**config.mk**
```make
export PLATFORM = sky130hd
export DESIGN_NAME = periodic_task_timer_table_flat
export DESIGN_NICKNAME = d
export VERILOG_FILES = /design/src/ptt_pkg.sv /design/src/ptt_cmd_if.sv /design/src/ptt_res_if.sv /design/src/periodic_task_timer_table.sv /design/src/ptt_slot_mem.sv /design/src/ptt_ctrl.sv /design/src/flat_wrapper.sv
export VERILOG_INCLUDE_DIRS = /design/src /design/src/src
export SDC_FILE = /design/constraint.sdc
export NUM_CORES = 1
export LEC_CHECK = 0
export BUFFER_PORTS_ARGS = -buffer_cell sky130_fd_sc_hd__buf_2
export CORE_MARGIN = 5
export CORE_UTILIZATION = 62
export DETAILED_ROUTE_END_ITERATION = 8
export GPL_TIMING_DRIVEN = 1
export PLACE_DENSITY = 0.81
export SLEW_MARGIN = 10
export SYNTH_ARGS = -nofsm -noshare
export SYNTH_HDL_FRONTEND = slang
export SYNTH_HIERARCHICAL = 1
export SYNTH_SLANG_ARGS = --single-unit
```
**constraint.sdc**
```tcl
create_clock -name clk -period 7.61 [get_ports clk]
set_input_delay 1.522 -clock clk [delete_from_list [all_inputs] [get_ports clk]]
set_output_delay 1.522 -clock clk [all_outputs]
set_load 0.05 [all_outputs]
```
**src/periodic_task_timer_table_assert.svh**
```systemverilog
// ---------------------------------------------------------------------------
// Task timer table assertion macros
// Short forms for the concurrent checks used in the task timer table RTL.
// ---------------------------------------------------------------------------
`ifndef PERIODIC_TASK_TIMER_TABLE_ASSERT_SVH
`define PERIODIC_TASK_TIMER_TABLE_ASSERT_SVH

// A property that must hold at every clock edge outside reset.
`define PTT_ASSERT(lbl, prop, msg) \
    lbl: assert property (@(posedge clk) disable iff (!rst_n) (prop)) else $error(msg);

// A condition that, once seen, must be followed by another in the next cycle.
`define PTT_ASSERT_NEXT(lbl, ante, cons, msg) \
    lbl: assert property (@(posedge clk) disable iff (!rst_n) (ante) |=> (cons)) else $error(msg);

`endif

```
**src/ptt_pkg.sv**
```systemverilog
// ---------------------------------------------------------------------------
// Task timer table package
// Shared types, field widths and command codes of the task timer table.
// ---------------------------------------------------------------------------
package ptt_pkg;

    localparam int CMD_W   = 2;
    localparam int IDX_W   = 8;
    localparam int DELAY_W = 16;
    localparam int RUN_W   = 8;
    localparam int DISP_W  = 3;
    localparam int MAX_OUT = 8;
    localparam int CNT_W   = 4;

    localparam logic [RUN_W-1:0] RUN_LIMIT = 8'd255;

    localparam logic [CMD_W-1:0] CMD_ADD  = 2'd0;
    localparam logic [CMD_W-1:0] CMD_TICK = 2'd1;
    localparam logic [CMD_W-1:0] CMD_POLL = 2'd2;

    typedef enum logic [1:0] {
        ST_IDLE,
        ST_ADD,
        ST_SCAN,
        ST_FLUSH
    } state_t;

    typedef struct packed {
        logic               occupied;
        logic               ready;
        logic [DELAY_W-1:0] delay;
        logic [DELAY_W-1:0] period;
        logic [RUN_W-1:0]   runs;
    } slot_rec_t;

endpackage

```
**src/ptt_cmd_if.sv**
```systemverilog
// ---------------------------------------------------------------------------
// Task timer table command channel
// Valid/ready channel carrying one command beat.
// ---------------------------------------------------------------------------
interface ptt_cmd_if
    import ptt_pkg::*;
();
    logic               valid;
    logic               ready;
    logic [CMD_W-1:0]   cmd;
    logic [IDX_W-1:0]   slot_index;
    logic               handler_present;
    logic [DELAY_W-1:0] first_delay;
    logic [DELAY_W-1:0] period_ticks;
    logic               ready_flag;

    modport source (
        output valid, cmd, slot_index, handler_present, first_delay, period_ticks,
               ready_flag,
        input  ready
    );

    modport sink (
        input  valid, cmd, slot_index, handler_present, first_delay, period_ticks,
               ready_flag,
        output ready
    );
endinterface

```
**src/ptt_res_if.sv**
```systemverilog
// ---------------------------------------------------------------------------
// Task timer table result channel
// Valid/ready channel carrying one result beat.
// ---------------------------------------------------------------------------
interface ptt_res_if
    import ptt_pkg::*;
();
    logic              valid;
    logic              ready;
    logic              add_rejected;
    logic              dispatch_valid;
    logic [DISP_W-1:0] dispatch_slot;
    logic              last_result;

    modport source (
        output valid, add_rejected, dispatch_valid, dispatch_slot, last_result,
        input  ready
    );

    modport sink (
        input  valid, add_rejected, dispatch_valid, dispatch_slot, last_result,
        output ready
    );
endinterface

```
**src/periodic_task_timer_table.sv**
```systemverilog
// ---------------------------------------------------------------------------
// Periodic task timer table
// An add beat reads the slot memory, then checks and writes the slot, and
// returns one result. A tick or poll beat sweeps every slot through the
// single slot memory, one slot per cycle unless a poll sweep stalls on the
// result channel; a tick beat returns one result; a poll beat returns one
// result per dispatched slot, at most eight (one if none is dispatched), and
// stops its sweep after the eighth. One command is handled at a time; the
// registered result stage lets the next command beat be taken while the
// last result still waits. Slot state is cleared at reset through per-entry
// valid bits, so no clearing pass is needed.
// ---------------------------------------------------------------------------
module periodic_task_timer_table
    import ptt_pkg::*;
#(
    parameter int SLOT_COUNT = 8
)
(
    input  logic      clk,
    input  logic      rst_n,
    ptt_cmd_if.sink   req,
    ptt_res_if.source rsp
);

    localparam int ADDR_W = (SLOT_COUNT > 1) ? $clog2(SLOT_COUNT) : 1;

    logic              mem_rd_en;
    logic [ADDR_W-1:0] mem_rd_addr;
    logic              mem_wr_en;
    logic [ADDR_W-1:0] mem_wr_addr;
    slot_rec_t         mem_wr_data;
    slot_rec_t         mem_rd_data;

    ptt_slot_mem #(
        .SLOT_COUNT (SLOT_COUNT),
        .ADDR_W     (ADDR_W)
    ) u_mem (
        .clk     (clk),
        .rst_n   (rst_n),
        .rd_en   (mem_rd_en),
        .rd_addr (mem_rd_addr),
        .wr_en   (mem_wr_en),
        .wr_addr (mem_wr_addr),
        .wr_data (mem_wr_data),
        .rd_data (mem_rd_data)
    );

    ptt_ctrl #(
        .SLOT_COUNT (SLOT_COUNT),
        .ADDR_W     (ADDR_W)
    ) u_ctrl (
        .clk         (clk),
        .rst_n       (rst_n),
        .req         (req),
        .rsp         (rsp),
        .mem_rd_en   (mem_rd_en),
        .mem_rd_addr (mem_rd_addr),
        .mem_wr_en   (mem_wr_en),
        .mem_wr_addr (mem_wr_addr),
        .mem_wr_data (mem_wr_data),
        .mem_rd_data (mem_rd_data)
    );

endmodule

```
**src/ptt_slot_mem.sv**
```systemverilog
// ---------------------------------------------------------------------------
// Task timer slot memory
// One read port and one write port, registered read data, with a valid bit
// per entry so that an entry never written reads as an empty slot.
// ---------------------------------------------------------------------------
module ptt_slot_mem
    import ptt_pkg::*;
#(
    parameter int SLOT_COUNT = 8,
    parameter int ADDR_W     = 3
)
(
    input  logic              clk,
    input  logic              rst_n,
    input  logic              rd_en,
    input  logic [ADDR_W-1:0] rd_addr,
    input  logic              wr_en,
    input  logic [ADDR_W-1:0] wr_addr,
    input  slot_rec_t         wr_data,
    output slot_rec_t         rd_data
);

    slot_rec_t             slot_mem [SLOT_COUNT];
    slot_rec_t             rd_raw_reg;
    logic                  rd_vld_reg;
    logic [SLOT_COUNT-1:0] vld_reg;

    always_ff @(posedge clk)
    begin
        if (wr_en)
        begin
            slot_mem[wr_addr] <= wr_data;
        end
        if (rd_en)
        begin
            rd_raw_reg <= slot_mem[rd_addr];
        end
    end

    always_ff @(posedge clk or negedge rst_n)
    begin
        if (!rst_n)
        begin
            vld_reg    <= '0;
            rd_vld_reg <= 1'b0;
        end
        else
        begin
            if (rd_en)
            begin
                rd_vld_reg <= vld_reg[rd_addr];
            end
            if (wr_en)
            begin
                vld_reg[wr_addr] <= 1'b1;
            end
        end
    end

    assign rd_data = rd_vld_reg ? rd_raw_reg : '0;

endmodule

```
**src/ptt_ctrl.sv**
```systemverilog
// ---------------------------------------------------------------------------
// Task timer table controller
// Sequences adds, tick sweeps and poll sweeps over the slot memory and
// drives the registered result channel.
// ---------------------------------------------------------------------------
module ptt_ctrl
    import ptt_pkg::*;
#(
    parameter int SLOT_COUNT = 8,
    parameter int ADDR_W     = 3
)
(
    input  logic              clk,
    input  logic              rst_n,
    ptt_cmd_if.sink           req,
    ptt_res_if.source         rsp,
    output logic              mem_rd_en,
    output logic [ADDR_W-1:0] mem_rd_addr,
    output logic              mem_wr_en,
    output logic [ADDR_W-1:0] mem_wr_addr,
    output slot_rec_t         mem_wr_data,
    input  slot_rec_t         mem_rd_data
);

    state_t              state_reg,      state_next;
    logic                is_poll_reg,    is_poll_next;
    logic [ADDR_W-1:0]   scan_idx_reg,   scan_idx_next;
    logic                hold_valid_reg, hold_valid_next;
    logic [DISP_W-1:0]   hold_slot_reg,  hold_slot_next;
    logic [CNT_W-1:0]    disp_cnt_reg,   disp_cnt_next;
    logic                add_bad_reg,    add_bad_next;
    logic [ADDR_W-1:0]   add_addr_reg,   add_addr_next;
    slot_rec_t           add_rec_reg,    add_rec_next;

    logic                out_valid_reg;
    logic                out_rej_reg;
    logic                out_dv_reg;
    logic [DISP_W-1:0]   out_slot_reg;
    logic                out_last_reg;

    logic                push;
    logic                push_rej;
    logic                push_dv;
    logic [DISP_W-1:0]   push_slot;
    logic                push_last;

    logic                accept;
    logic                out_free;
    logic                in_range;
    logic                active;
    logic                found;
    logic                stall;
    logic                last_slot;
    logic                cap_hit;
    logic [IDX_W-1:0]    scan_idx_wide;
    logic [DISP_W-1:0]   scan_slot;
    slot_rec_t           scan_rec;

    logic                in_scan;
    logic                scan_stall;
    logic                flush_go;
    logic                rw_clash;

    assign req.ready = (state_reg == ST_IDLE);
    assign accept    = req.valid && req.ready;
    assign out_free  = !out_valid_reg || rsp.ready;
    assign in_range  = (req.slot_index < IDX_W'(SLOT_COUNT));

    assign scan_idx_wide = IDX_W'(scan_idx_reg);
    assign scan_slot     = scan_idx_wide[DISP_W-1:0];
    assign last_slot     = (scan_idx_reg == ADDR_W'(SLOT_COUNT - 1));

    assign active = mem_rd_data.occupied && mem_rd_data.ready;
    assign found  = is_poll_reg && active && (mem_rd_data.runs != '0);
    // A second dispatch can only move on once the held one has a free output.
    assign stall   = found && hold_valid_reg && !out_free;
    assign cap_hit = found && (disp_cnt_reg == CNT_W'(MAX_OUT - 1));

    // Slot update for the sweep in progress.
    always_comb
    begin
        scan_rec = mem_rd_data;
        if (is_poll_reg)
        begin
            if (found)
            begin
                scan_rec.runs = RUN_W'(mem_rd_data.runs - 1'b1);
            end
        end
        else if (active)
        begin
            if (mem_rd_data.delay == '0)
            begin
                if (mem_rd_data.runs != RUN_LIMIT)
                begin
                    scan_rec.runs = RUN_W'(mem_rd_data.runs + 1'b1);
                end
                if (mem_rd_data.period != '0)
                begin
                    scan_rec.delay = mem_rd_data.period;
                end
            end
            else
            begin
                scan_rec.delay = DELAY_W'(mem_rd_data.delay - 1'b1);
            end
        end
    end

    always_ff @(posedge clk or negedge rst_n)
    begin
        if (!rst_n)
        begin
            state_reg      <= ST_IDLE;
            hold_valid_reg <= 1'b0;
            out_valid_reg  <= 1'b0;
        end
        else
        begin
            state_reg      <= state_next;
            hold_valid_reg <= hold_valid_next;
            if (push)
            begin
                out_valid_reg <= 1'b1;
            end
            else if (rsp.ready)
            begin
                out_valid_reg <= 1'b0;
            end
        end
    end

    always_ff @(posedge clk)
    begin
        is_poll_reg   <= is_poll_next;
        scan_idx_reg  <= scan_idx_next;
        hold_slot_reg <= hold_slot_next;
        disp_cnt_reg  <= disp_cnt_next;
        add_bad_reg   <= add_bad_next;
        add_addr_reg  <= add_addr_next;
        add_rec_reg   <= add_rec_next;
        if (push)
        begin
            out_rej_reg  <= push_rej;
            out_dv_reg   <= push_dv;
            out_slot_reg <= push_slot;
            out_last_reg <= push_last;
        end
    end

    always_comb
    begin
        state_next      = state_reg;
        is_poll_next    = is_poll_reg;
        scan_idx_next   = scan_idx_reg;
        hold_valid_next = hold_valid_reg;
        hold_slot_next  = hold_slot_reg;
        disp_cnt_next   = disp_cnt_reg;
        add_bad_next    = add_bad_reg;
        add_addr_next   = add_addr_reg;
        add_rec_next    = add_rec_reg;

        mem_rd_en   = 1'b0;
        mem_rd_addr = '0;
        mem_wr_en   = 1'b0;
        mem_wr_addr = scan_idx_reg;
        mem_wr_data = scan_rec;

        push      = 1'b0;
        push_rej  = 1'b0;
        push_dv   = 1'b0;
        push_slot = '0;
        push_last = 1'b0;

        unique case (state_reg)
            ST_IDLE:
            begin
                if (accept)
                begin
                    case (req.cmd) inside
                        CMD_ADD:
                        begin
                            add_bad_next  = !in_range;
                            add_addr_next = req.slot_index[ADDR_W-1:0];
                            add_rec_next  = '{occupied: req.handler_present,
                                              ready:    req.ready_flag,
                                              delay:    req.first_delay,
                                              period:   req.period_ticks,
                                              runs:     '0};
                            mem_rd_en     = in_range;
                            mem_rd_addr   = req.slot_index[ADDR_W-1:0];
                            state_next    = ST_ADD;
                        end
                        CMD_TICK, CMD_POLL:
                        begin
                            is_poll_next    = (req.cmd == CMD_POLL);
                            scan_idx_next   = '0;
                            disp_cnt_next   = '0;
                            hold_valid_next = 1'b0;
                            mem_rd_en       = 1'b1;
                            state_next      = ST_SCAN;
                        end
                        default:
                        begin
                            state_next = ST_FLUSH;
                        end
                    endcase
                end
            end

            ST_ADD:
            begin
                if (out_free)
                begin
                    push        = 1'b1;
                    push_rej    = add_bad_reg || mem_rd_data.occupied;
                    push_last   = 1'b1;
                    mem_wr_en   = !push_rej;
                    mem_wr_addr = add_addr_reg;
                    mem_wr_data = add_rec_reg;
                    state_next  = ST_IDLE;
                end
            end

            ST_SCAN:
            begin
                if (!stall)
                begin
                    mem_wr_en = 1'b1;
                    if (found)
                    begin
                        // The previously held dispatch is known not to be the last.
                        if (hold_valid_reg)
                        begin
                            push      = 1'b1;
                            push_dv   = 1'b1;
                            push_slot = hold_slot_reg;
                        end
                        hold_valid_next = 1'b1;
                        hold_slot_next  = scan_slot;
                        disp_cnt_next   = CNT_W'(disp_cnt_reg + 1'b1);
                    end
                    if (last_slot || cap_hit)
                    begin
                        state_next = ST_FLUSH;
                    end
                    else
                    begin
                        mem_rd_en     = 1'b1;
                        mem_rd_addr   = ADDR_W'(scan_idx_reg + 1'b1);
                        scan_idx_next = ADDR_W'(scan_idx_reg + 1'b1);
                    end
                end
            end

            ST_FLUSH:
            begin
                if (out_free)
                begin
                    push            = 1'b1;
                    push_dv         = hold_valid_reg;
                    push_slot       = hold_valid_reg ? hold_slot_reg : '0;
                    push_last       = 1'b1;
                    hold_valid_next = 1'b0;
                    state_next      = ST_IDLE;
                end
            end

            default:
            begin
                state_next = ST_IDLE;
            end
        endcase
    end

    assign rsp.valid          = out_valid_reg;
    assign rsp.add_rejected   = out_rej_reg;
    assign rsp.dispatch_valid = out_dv_reg;
    assign rsp.dispatch_slot  = out_slot_reg;
    assign rsp.last_result    = out_last_reg;

    assign in_scan    = (state_reg == ST_SCAN);
    assign scan_stall = in_scan && stall;
    assign flush_go   = (state_reg == ST_FLUSH) && out_free;
    assign rw_clash   = mem_rd_en && mem_wr_en && (mem_rd_addr == mem_wr_addr);

`include "periodic_task_timer_table_assert.svh"

    `PTT_ASSERT(a_idle_no_hold, (state_reg == ST_IDLE) |-> !hold_valid_reg, "hold set while idle")
    `PTT_ASSERT(a_no_rw_clash, !rw_clash, "slot read and written together")
    `PTT_ASSERT(a_disp_cap, in_scan |-> (disp_cnt_reg < CNT_W'(MAX_OUT)), "dispatch cap passed")
    `PTT_ASSERT_NEXT(a_flush_done, flush_go, state_reg == ST_IDLE, "flush did not complete")
    `PTT_ASSERT_NEXT(a_stall_holds, scan_stall, $stable(scan_idx_reg), "sweep moved in a stall")
    `PTT_ASSERT_NEXT(a_stall_keeps, scan_stall, hold_valid_reg, "held dispatch lost in a stall")

endmodule
```
**src/flat_wrapper.sv**
```systemverilog
// flat-port wrapper written by rule: the top's interface ports become plain ports
module periodic_task_timer_table_flat import ptt_pkg::*;
#(
    parameter int SLOT_COUNT = 8
)
  (clk, rst_n, req_valid, req_cmd, req_slot_index, req_handler_present, req_first_delay, req_period_ticks, req_ready_flag, req_ready, rsp_valid, rsp_add_rejected, rsp_dispatch_valid, rsp_dispatch_slot, rsp_last_result, rsp_ready);
  ptt_cmd_if req_i ();
  ptt_res_if rsp_i ();
  input  logic clk;
  input  logic rst_n;
  input wire logic [$bits(req_i.valid)-1:0] req_valid;
  input wire logic [$bits(req_i.cmd)-1:0] req_cmd;
  input wire logic [$bits(req_i.slot_index)-1:0] req_slot_index;
  input wire logic [$bits(req_i.handler_present)-1:0] req_handler_present;
  input wire logic [$bits(req_i.first_delay)-1:0] req_first_delay;
  input wire logic [$bits(req_i.period_ticks)-1:0] req_period_ticks;
  input wire logic [$bits(req_i.ready_flag)-1:0] req_ready_flag;
  output wire logic [$bits(req_i.ready)-1:0] req_ready;
  output wire logic [$bits(rsp_i.valid)-1:0] rsp_valid;
  output wire logic [$bits(rsp_i.add_rejected)-1:0] rsp_add_rejected;
  output wire logic [$bits(rsp_i.dispatch_valid)-1:0] rsp_dispatch_valid;
  output wire logic [$bits(rsp_i.dispatch_slot)-1:0] rsp_dispatch_slot;
  output wire logic [$bits(rsp_i.last_result)-1:0] rsp_last_result;
  input wire logic [$bits(rsp_i.ready)-1:0] rsp_ready;
  assign req_i.valid = req_valid;
  assign req_i.cmd = req_cmd;
  assign req_i.slot_index = req_slot_index;
  assign req_i.handler_present = req_handler_present;
  assign req_i.first_delay = req_first_delay;
  assign req_i.period_ticks = req_period_ticks;
  assign req_i.ready_flag = req_ready_flag;
  assign req_ready = req_i.ready;
  assign rsp_valid = rsp_i.valid;
  assign rsp_add_rejected = rsp_i.add_rejected;
  assign rsp_dispatch_valid = rsp_i.dispatch_valid;
  assign rsp_dispatch_slot = rsp_i.dispatch_slot;
  assign rsp_last_result = rsp_i.last_result;
  assign rsp_i.ready = rsp_ready;
  periodic_task_timer_table #(.SLOT_COUNT(SLOT_COUNT)) u_core (.clk(clk), .rst_n(rst_n), .req(req_i), .rsp(rsp_i));
endmodule
```
Word-level counts from Yosys, hierarchy flattened --
Memory sizes are Yosys's and may differ from the RTL's. A register that Yosys moved wholly into a read port is not among the register bits. Index checks and enable logic that the tools add are counted.
Storage, ports and cells: bits in registers 68, bits in writable memories 336, bits of input ports 48, memories kept 1
Memories:
- u_core.u_mem.slot_mem | words 8, width 42, rd ports 1, clocked after Yosys merged registers in 1, wr ports 1, line ptt_slot_mem.sv:23 | slot_rec_t slot_mem [SLOT_COUNT];
Cells by class: add/subtract/negate cells 5, $lt $le $gt $ge 4, eq/ne operators 17, multiplexer cells 74, bitwise operators 3, reductions and logical operators 33
Operators with widths (number):
- 42-bit two-way mux | 3
- 16-bit two-way mux | 4
- 3-bit two-way mux | 15
- 8-bit two-way mux | 5
- 1-bit two-way mux | 25
- 4-bit two-way mux | 5
- 3-bit one-hot mux with 2 select lines | 3
- 16-bit zero test | 1
- 16-bit nonzero test | 1
- 16-bit by 1-bit subtractor with 16-bit output (second input constant) | 1
- 6-bit AND reduction | 2
- 2-bit two-way mux | 5
- 2-bit inequality test (second input constant) | 5
- 8-bit by 1-bit adder with 8-bit output (second input constant) | 1
- 1-bit logical AND | 8
- 3-bit by 4-bit < comparator with 1-bit output (second input constant) | 2
- 8-bit by 4-bit < comparator with 1-bit output (second input constant) | 1
- 2-bit by 1-bit inequality test with 1-bit output (second input constant) | 4
- 8-bit inequality test (second input constant) | 1
- 8-bit OR | 1
- 1-bit one-hot mux with 2 select lines | 4
- 4-bit one-hot mux with 2 select lines | 1
- 4-bit AND reduction | 2
- 8-bit nonzero test | 1
- 22 further kinds | 35

Logic depth before layout (Yosys ltp) --
Gate-level depths: netlist of run 1.
word-level depth 11, depth in mapped cells 15, depth with buffers taken out 11

Hierarchy --
Netlist of run 1, hierarchy kept.
By module, submodules not included:
- ptt_slot_mem | instances 1, cells each 611, area an instance 14556.5 um^2, seq. area each 11576.1 um^2
- ptt_ctrl | instances 1, cells each 430, area an instance 3854.9 um^2, seq. area each 1751.7 um^2

Worst setup path after synthesis of run 1 --
Ideal clock, no wire load.
kind input to register, from in rsp_ready, to mem u_core/u_mem/slot_mem[1][0] (netlist bit) (enable), setup time 0.495 ns, data arrival time 5.594 ns, data required time 7.115 ns, setup slack 1.521 ns, cell stages on the path 8, path through nand2b_1 and2_1 clkbuf_1 clkbuf_1 nand2_1 nand2_1 nand2_1 nor3_1
RTL lines:
- start, declared | line flat_wrapper.sv:24 | input wire logic [$bits(rsp_i.ready)-1:0] rsp_ready;
- 1-bit logical OR | line ptt_ctrl.sv:66 | assign out_free = !out_valid_reg || rsp.ready;
- 3-bit two-way mux | line ptt_ctrl.sv:213 | if (out_free)
- 3-bit two-way mux | line ptt_ctrl.sv:175 | unique case (state_reg)
- named net u_core.mem_wr_addr[0] | line periodic_task_timer_table.sv:30 | logic [ADDR_W-1:0] mem_wr_addr;
- end, declared | line ptt_slot_mem.sv:23
The timed path passes the listed nets, and every way through them passes these cells.

==> results of run 1 <==
## per-layer routing
layer,wire (um),GRT usage (%),vias to the layer above,part of all wire [%]
met5,0,0,-,0
met4,793,5.94,0,2.1
met3,3080,3.99,66,8.0
met2,19200,38.8,466,50
met1,15400,34.0,4952,40
li1,-,-,4275,-
## final timing paths
| kind | start | endpoint | slack (ps) | cells past startpoint |
|---|---|---|---|---|
| min in group asynchronous | rst_n | u_core/u_mem/vld_reg[3]$_DFFE_PN0P_ | 870 | 1 |
| worst min register to register | u_core/u_mem/vld_reg[6]$_DFFE_PN0P_ | u_core/u_mem/vld_reg[6]$_DFFE_PN0P_ | 460 | 1 |
| max in group asynchronous | rst_n | u_core/u_mem/vld_reg[4]$_DFFE_PN0P_ | 6500 | 1 |
| worst max register to register | u_core/u_mem/rd_vld_reg$_DFFE_PN0P_ | u_core/u_mem/rd_raw_reg[34]$_DFFE_PP_ | 2320 | 12 |
| worst min-delay path | u_core/u_mem/vld_reg[6]$_DFFE_PN0P_ | u_core/u_mem/vld_reg[6]$_DFFE_PN0P_ | 460 | 1 |
| worst max-delay path | u_core/u_mem/rd_vld_reg$_DFFE_PN0P_ | u_core/u_mem/rd_raw_reg[34]$_DFFE_PP_ | 2320 | 12 |
## power groups by stage
stage | logic [mW] | registers, mW | clock network, mW
global route | 3.19 | 3.88 | 2.28
finish | 2.94 | 3.84 | 2.12
detailed placement | 2.91 | 3.88 | 0
global placement | 2.82 | 3.86 | 0
floorplan | 2.11 | 3.89 | 0
CTS | 2.94 | 3.84 | 2.16
## synthesized netlist by cell type, drive strengths merged (6+ instances only)
| library cell | number | area [um^2] |
|---|---|---|
| inv | 15 | 56.3 |
| mux2 | 45 | 507 |
| mux2i | 6 | 60.1 |
| buf | 21 | 143 |
| or2 | 10 | 62.6 |
| nor4 | 14 | 121 |
| a31oi | 10 | 62.6 |
| and2 | 54 | 338 |
| or4 | 6 | 48.8 |
| nor3 | 16 | 80.1 |
| nand2 | 95 | 357 |
| dfrtp | 13 | 325 |
| edfxtp | 433 | 13000 |
| nand3 | 18 | 90.1 |
| a21oi | 23 | 115 |
| clkbuf | 24 | 90.1 |
| o21ai | 18 | 90.1 |
| nor2 | 40 | 150 |
| mux4 | 85 | 1910 |
| nand2b | 6 | 37.5 |
| xor2 | 6 | 52.6 |
| ha | 14 | 175 |
## worst register-to-register path, delay by kind of cell, from the launching register on
family                     cells  cell delay (ps)
AOI/OAI and AO/OA              3             1220
adders and majority gates      1              200
buffers and inverters          3              980
DFF                            1              360
muxes                          2              940
and+or+nand+nor                3             1330
## cells by family after synthesis
family,share of synthesized area (%)
fa+ha+maj,0.951
flops,72.4
compound gates,3.12
mux,13.5
xor+xnor,0.428
buf+inv,1.57
simple gates,8.07
## cell type report
type / instances / area, um^2 / share of cell area [%]
flip-flops and latches: 446 / 13300 / 64.8
multi-input cells: 535 / 4880 / 23.7
clock buffers: 59 / 1210 / 5.87
well taps: 390 / 488 / 2.37
repair buffers: 70 / 400 / 1.95
clock inverters: 21 / 214 / 1.04
inverters: 15 / 56.3 / 0.274
## stage by stage
stage	setup WS, ps	hold WS [ps]
3_5_place_dp	2230	452
6_report	2320	463
2_1_floorplan	1520	439
3_3_place_gp	2390	451
4_1_cts	2320	466
5_1_grt	1980	490
==> impl_metrics.json, run 1 <==
{
  "internal-power_mw": 6.03,
  "crit_family": "simple AND/OR/NAND/NOR gates",
  "outcome": "finished clean",
  "clk_pin_slew_ps": 60,
  "async_flop_share_pct": 2.91,
  "fmaxAchievable_mhz": 189,
  "numClockSinks": 446,
  "ant_nets": 0,
  "synth_cells": 1041,
  "critical_path.max_fanout": 68,
  "finish.instance_area_um2": 20600,
  "cts-root-buf": "clkbuf_16",
  "cts-resized-gates": 0,
  "arrival_ps": 5570,
  "crit_chain": "buf_4, and2_1, inv_1, ha_1, nor3b_1, a21o_1, a21oi_1, or3b_2, o21ai_4, buf_12, mux4_2, mux2_2",
  "synthesis.nets": 1103,
  "power.density_nw_per_um2": 433,
  "post-route-min-period_ps": 5290,
  "cts_setup_buffers": 0,
  "clockPowerShare_pct": 23.8,
  "fin_util_pct": 69.8,
  "wl_mm": 38.5,
  "grt_max_degree": 69,
  "antenna_found_initial": 0,
  "grt_pass1_vias": 9997,
  "placed_area_um2": 19200,
  "place_inst": 1456,
  "finalSetupViolations": 0,
  "grt_overflow": 0,
  "seqPwrFrac_pct": 43.2,
  "dieArea_um2": 33200,
  "cts_buffers": 44,
  "critPathLaunchType": "flip-flop",
  "final-max-slew-violation-count": 0,
  "largest_reg_flops": 336,
  "nets": 1174,
  "drtPass1Iterations": 5,
  "peakVddDrop_v": 0.000238,
  "io_buffers": 55,
  "finalSetupTns_ps": 0,
  "final_common_cell": "edfxtp_1",
  "grt_pass1_wl_mm": 59.3,
  "netlist_area_um2": 18400,
  "share_comb_of_total_power_pct": 33.0,
  "fillCellCount": 1819,
  "ys.flop_type": "edfxtp_1",
  "grt.total_usage_pct": 23.7,
  "rsz0062_at_grt": "no",
  "cts_hold_buf": 0,
  "cp.required_ps": 7890,
  "wl_per_cell_um": 25.1,
  "cts_tree": "yes",
  "io_pins": 56,
  "worstMarginPinSlew_ps": 1220,
  "min_path_type": "flip-flop to flip-flop",
  "drive_gt1_share_pct": 25.8,
  "crit_type": "flip-flop to flip-flop",
  "fin_crit_sh_pct": 69.5,
  "synth.ff_latch_count": 446,
  "finalHoldViolCount": 0,
  "syn2layout_area_growth_pct": 11.8,
  "switching_power_mw": 2.88,
  "finClkSkew_ps": 10.9,
  "drtIter0Drc": 1207,
  "clk_path_buf_depth": 3,
  "ys_warn_count": 6,
  "die_h_um": 182,
  "end_kind": "flip-flop",
  "final_cells": 1536,
  "die_w_um": 182,
  "slew_headroom_pct": 18.3,
  "p_sw_share_pct": 32.3,
  "synthDistinctLibCells": 59,
  "layout_common_cells": "edfxtp_1 (433), nand2_1 (95), mux4_2 (85), buf_2 (55), and2_1 (53)",
  "drv_cap": 0,
  "core-area_um2": 29500,
  "gp_congestion": 0.896,
  "synth.avg_cell_area_um2": 17.7,
  "dpl.hpwl_mm": 21.9,
  "drc": 0,
  "diodes": 0,
  "cpMaxStageDelayCell": "o21ai_4",
  "vias": 9759,
  "clk_latency_ps": 540,
  "slowest_delay_ps": 850,
  "ctsHtreeMaxLevel": 2,
  "num_rows": 63,
  "initial_core_util_pct": 62.5,
  "synth-edff-count": 433,
  "power_mw": 8.91,
  "leakagePower_nw": 6.74,
  "crit_buf_inv": 3,
  "ys_seq_area_share_pct": 72.4,
  "drt-vias-per-instance": 6.35
}
(Power assumes the default switching activity.)
==> run 2: changes to the inputs <==
--- a/config.mk
+++ b/config.mk
@@ -6,6 +6,7 @@
 export SDC_FILE = /design/constraint.sdc
 export NUM_CORES = 1
 export LEC_CHECK = 0
+export ABC_AREA = 1
 export BUFFER_PORTS_ARGS = -buffer_cell sky130_fd_sc_hd__buf_2
 export CORE_MARGIN = 5
 export CORE_UTILIZATION = 62
==> constraint.sdc (replaced) <==
create_clock -name clk -period 5.2 [get_ports clk]
set_input_delay 1.04 -clock clk [delete_from_list [all_inputs] [get_ports clk]]
set_output_delay 1.04 -clock clk [all_outputs]
set_load 0.05 [all_outputs]
==> run 2 against run 1 <==
Combinational power is 76% higher; total power rose by 56%; via count grew 38%; critical path depth rose by 4; synthesized area is 4.9% higher.
==> impl_metrics.json, run 2 <==
{
  "diodes": 0,
  "synth_most_common_cell": "edfxtp_1",
  "synth.ff_latch_count": 446,
  "ys_seq_area_share_pct": 69.0,
  "synthesis.nets": 1848,
  "cts_buffers": 45,
  "clk_path_buf_depth": 3,
  "grt_pass1_vias": 13200,
  "num_rows": 64,
  "fin_crit_sh_pct": 78.4,
  "numClockSinks": 446,
  "placed_area_um2": 20000,
  "clk_latency_ps": 540,
  "wl_per_cell_um": 20.0,
  "grt_pass1_wl_mm": 70.4,
  "clk_pin_slew_ps": 60,
  "initial_core_util_pct": 62.9,
  "slew_headroom_pct": 32.7,
  "die_w_um": 186,
  "io_pins": 56,
  "synth_top_area_cell": "edfxtp_1",
  "clockPowerShare_pct": 22.7,
  "seq_area_um2": 13300,
  "cts-root-buf": "clkbuf_16",
  "nets": 1891,
  "drtPass1Iterations": 6,
  "synth-edff-count": 433,
  "fin_util_pct": 69.9,
  "grt_max_degree": 173,
  "drive_gt1_share_pct": 9.39,
  "synthDistinctLibCells": 34,
  "outcome": "finished clean",
  "cts_tree": "yes",
  "antenna_found_initial": 0,
  "drv_cap": 0,
  "netlist_area_um2": 19300,
  "fillCellCount": 2096,
  "cts_hold_buf": 0,
  "final_cells": 2260,
  "min_path_type": "primary input to asynchronous set/reset pin",
  "cts_setup_buffers": 0,
  "largest_reg_flops": 336,
  "worstMarginPinSlew_ps": 1010,
  "drc": 0,
  "place_inst": 2178,
  "final_common_cell": "edfxtp_1",
  "r2r-end": "u_core/u_mem/rd_raw_reg[40]$_DFFE_PP_",
  "synth_top_area_share_pct": 67.3,
  "rsz0062_at_grt": "no",
  "critical_path.max_fanout": 79,
  "internal-power_mw": 8.52,
  "vias": 13500,
  "ys_warn_count": 6,
  "leakagePower_nw": 8.18,
  "finalSetupTns_ps": 0,
  "seqPwrFrac_pct": 40.2,
  "synthTopCellsByCount": "edfxtp_1 (433), nand2_1 (349), nor2_1 (311)",
  "grt.total_usage_pct": 25.2,
  "whs_ps": 393,
  "end_kind": "flip-flop",
  "drtIter0Drc": 1543,
  "syn2layout_area_growth_pct": 11.1,
  "dpl.hpwl_mm": 25.7,
  "layout_common_cells": "edfxtp_1 (433), nand2_1 (349), nor2_1 (301), o21ai_0 (161), inv_1 (137)",
  "ctsHtreeMaxLevel": 2,
  "synth.avg_cell_area_um2": 10.8,
  "reg2reg_depth": 16,
  "ant_nets": 0,
  "drt-vias-per-instance": 5.97,
  "cts-resized-gates": 0,
  "multi_input_area_um2": 5090,
  "io_buffers": 55,
  "share_comb_of_total_power_pct": 37.1,
  "final-max-slew-violation-count": 0,
  "dieArea_um2": 34800,
  "cp.required_ps": 5590,
  "finClkSkew_ps": 13.5,
  "fmaxAchievable_mhz": 245,
  "gp_congestion": 0.937,
  "peakVddDrop_v": 0.000463,
  "synth_cells": 1786,
  "ys.flop_type": "edfxtp_1",
  "crit_type": "flip-flop to flip-flop",
  "wl_mm": 45.3,
  "reg2reg_setup_slack_ps": 1120,
  "p_sw_share_pct": 38.8,
  "critPathLaunchType": "flip-flop",
  "finish.instance_area_um2": 21400,
  "post-route-min-period_ps": 4080,
  "synth_area_leaders": "edfxtp_1 (67%), nand2_1 (6.8%), nor2_1 (6.0%)",
  "finalHoldViolCount": 0,
  "arrival_ps": 4460,
  "finalSetupViolations": 0,
  "r2r-start": "u_core/u_mem/rd_vld_reg$_DFFE_PN0P_",
  "power.density_nw_per_um2": 649,
  "async_flop_share_pct": 2.91,
  "switching_power_mw": 5.39,
  "grt_overflow": 0,
  "die_h_um": 186,
  "core-area_um2": 30700
}
==> run 2: changes by cell type in the layout (fill, tap and decap cells not counted), moves of 45 or more <==
cell     before  now
o21ai_0      13  161
nand2_1      95  349
mux2_2       45    0
and2_1       53    1
nand3_1      18   69
mux4_2       85    0
nor2_1       34  301
o21ai_1       3   91
inv_1        15  137
==> run 2: per-layer routing <==
| layer | wire [um] | track usage, % | up-vias |
|---|---|---|---|
| met5 | 0 | 0 | - |
| met4 | 1380 | 8.58 | 0 |
| met3 | 3740 | 3.79 | 99 |
| met2 | 22100 | 41.9 | 636 |
| met1 | 18000 | 34.7 | 6551 |
| li1 | - | - | 6212 |
==> run 2: worst max path at each step <==
stage	startpoint	to	slack (ps)
global placement	u_core/u_mem/rd_vld_reg$_DFFE_PN0P_	u_core/u_mem/rd_vld_reg$_DFFE_PN0P_	1480
CTS	u_core/u_mem/rd_vld_reg$_DFFE_PN0P_	u_core/u_mem/rd_raw_reg[40]$_DFFE_PP_	1170
finish	u_core/u_mem/rd_vld_reg$_DFFE_PN0P_	u_core/u_mem/rd_raw_reg[40]$_DFFE_PP_	1120
floorplan	u_core/u_mem/rd_vld_reg$_DFFE_PN0P_	u_core/u_mem/rd_raw_reg[0]$_DFFE_PP_	870
global route	u_core/u_mem/rd_vld_reg$_DFFE_PN0P_	u_core/u_mem/rd_raw_reg[40]$_DFFE_PP_	790
detailed placement	u_core/u_mem/rd_vld_reg$_DFFE_PN0P_	u_core/u_mem/rd_raw_reg[16]$_DFFE_PP_	1310
==> run 2: cell families (layout without fill, tap and decap cells) <==
logic type	count (synthesis)	after routing	share of synthesized area, %
AND/OR/NAND/NOR	761	761	15.7
XOR/XNOR	4	4	0.181
buffers and inverters	228	306	5.20
adder cells (fa/ha/maj)	14	14	0.907
AO/OA/AOI/OAI	333	333	8.97
flip-flops	446	446	69.0
==> run 2: metrics by stage <==
stage / power [mW] / setup WS [ps]
2_1_floorplan: 9.23 / 873
3_3_place_gp: 10.5 / 1480
3_5_place_dp: 10.7 / 1310
4_1_cts: 13.9 / 1170
5_1_grt: 14.7 / 791
6_report: 13.9 / 1120
==> run 2: critical path, cell delays in order, from the launching register on <==
cell and delay, ps:
dfrtp_1 680, nand2_1 170, inv_1 100, inv_1 100, nand2_1 80, nor2_1 180, nand3_1 190, nand2_2 200
inv_4 80, nand2_1 100, nand3_1 300, o21ai_4 270, buf_4 710, o21ai_0 300, o22ai_1 270, nand2_1 90
nand2_1 120
==> run 2: layout make-up <==
type                       instances  share of cell area (%)
sequential                       446                    62.1
multi-input combinational       1112                    23.7
clock buffer                      57                    5.46
inverter                         145                    2.56
timing repair buffer              79                    2.53
tap                              396                    2.31
clock inverter                    25                    1.24
==> run 2: power by group through the flow <==
stage / Clock, mW / Sequential [mW] / Combinational, mW
finish: 3.16 / 5.59 / 5.16
global route: 3.36 / 5.63 / 5.74
CTS: 3.20 / 5.58 / 5.09
detailed placement: 0 / 5.64 / 5.03
global placement: 0 / 5.63 / 4.84
floorplan: 0 / 5.65 / 3.58
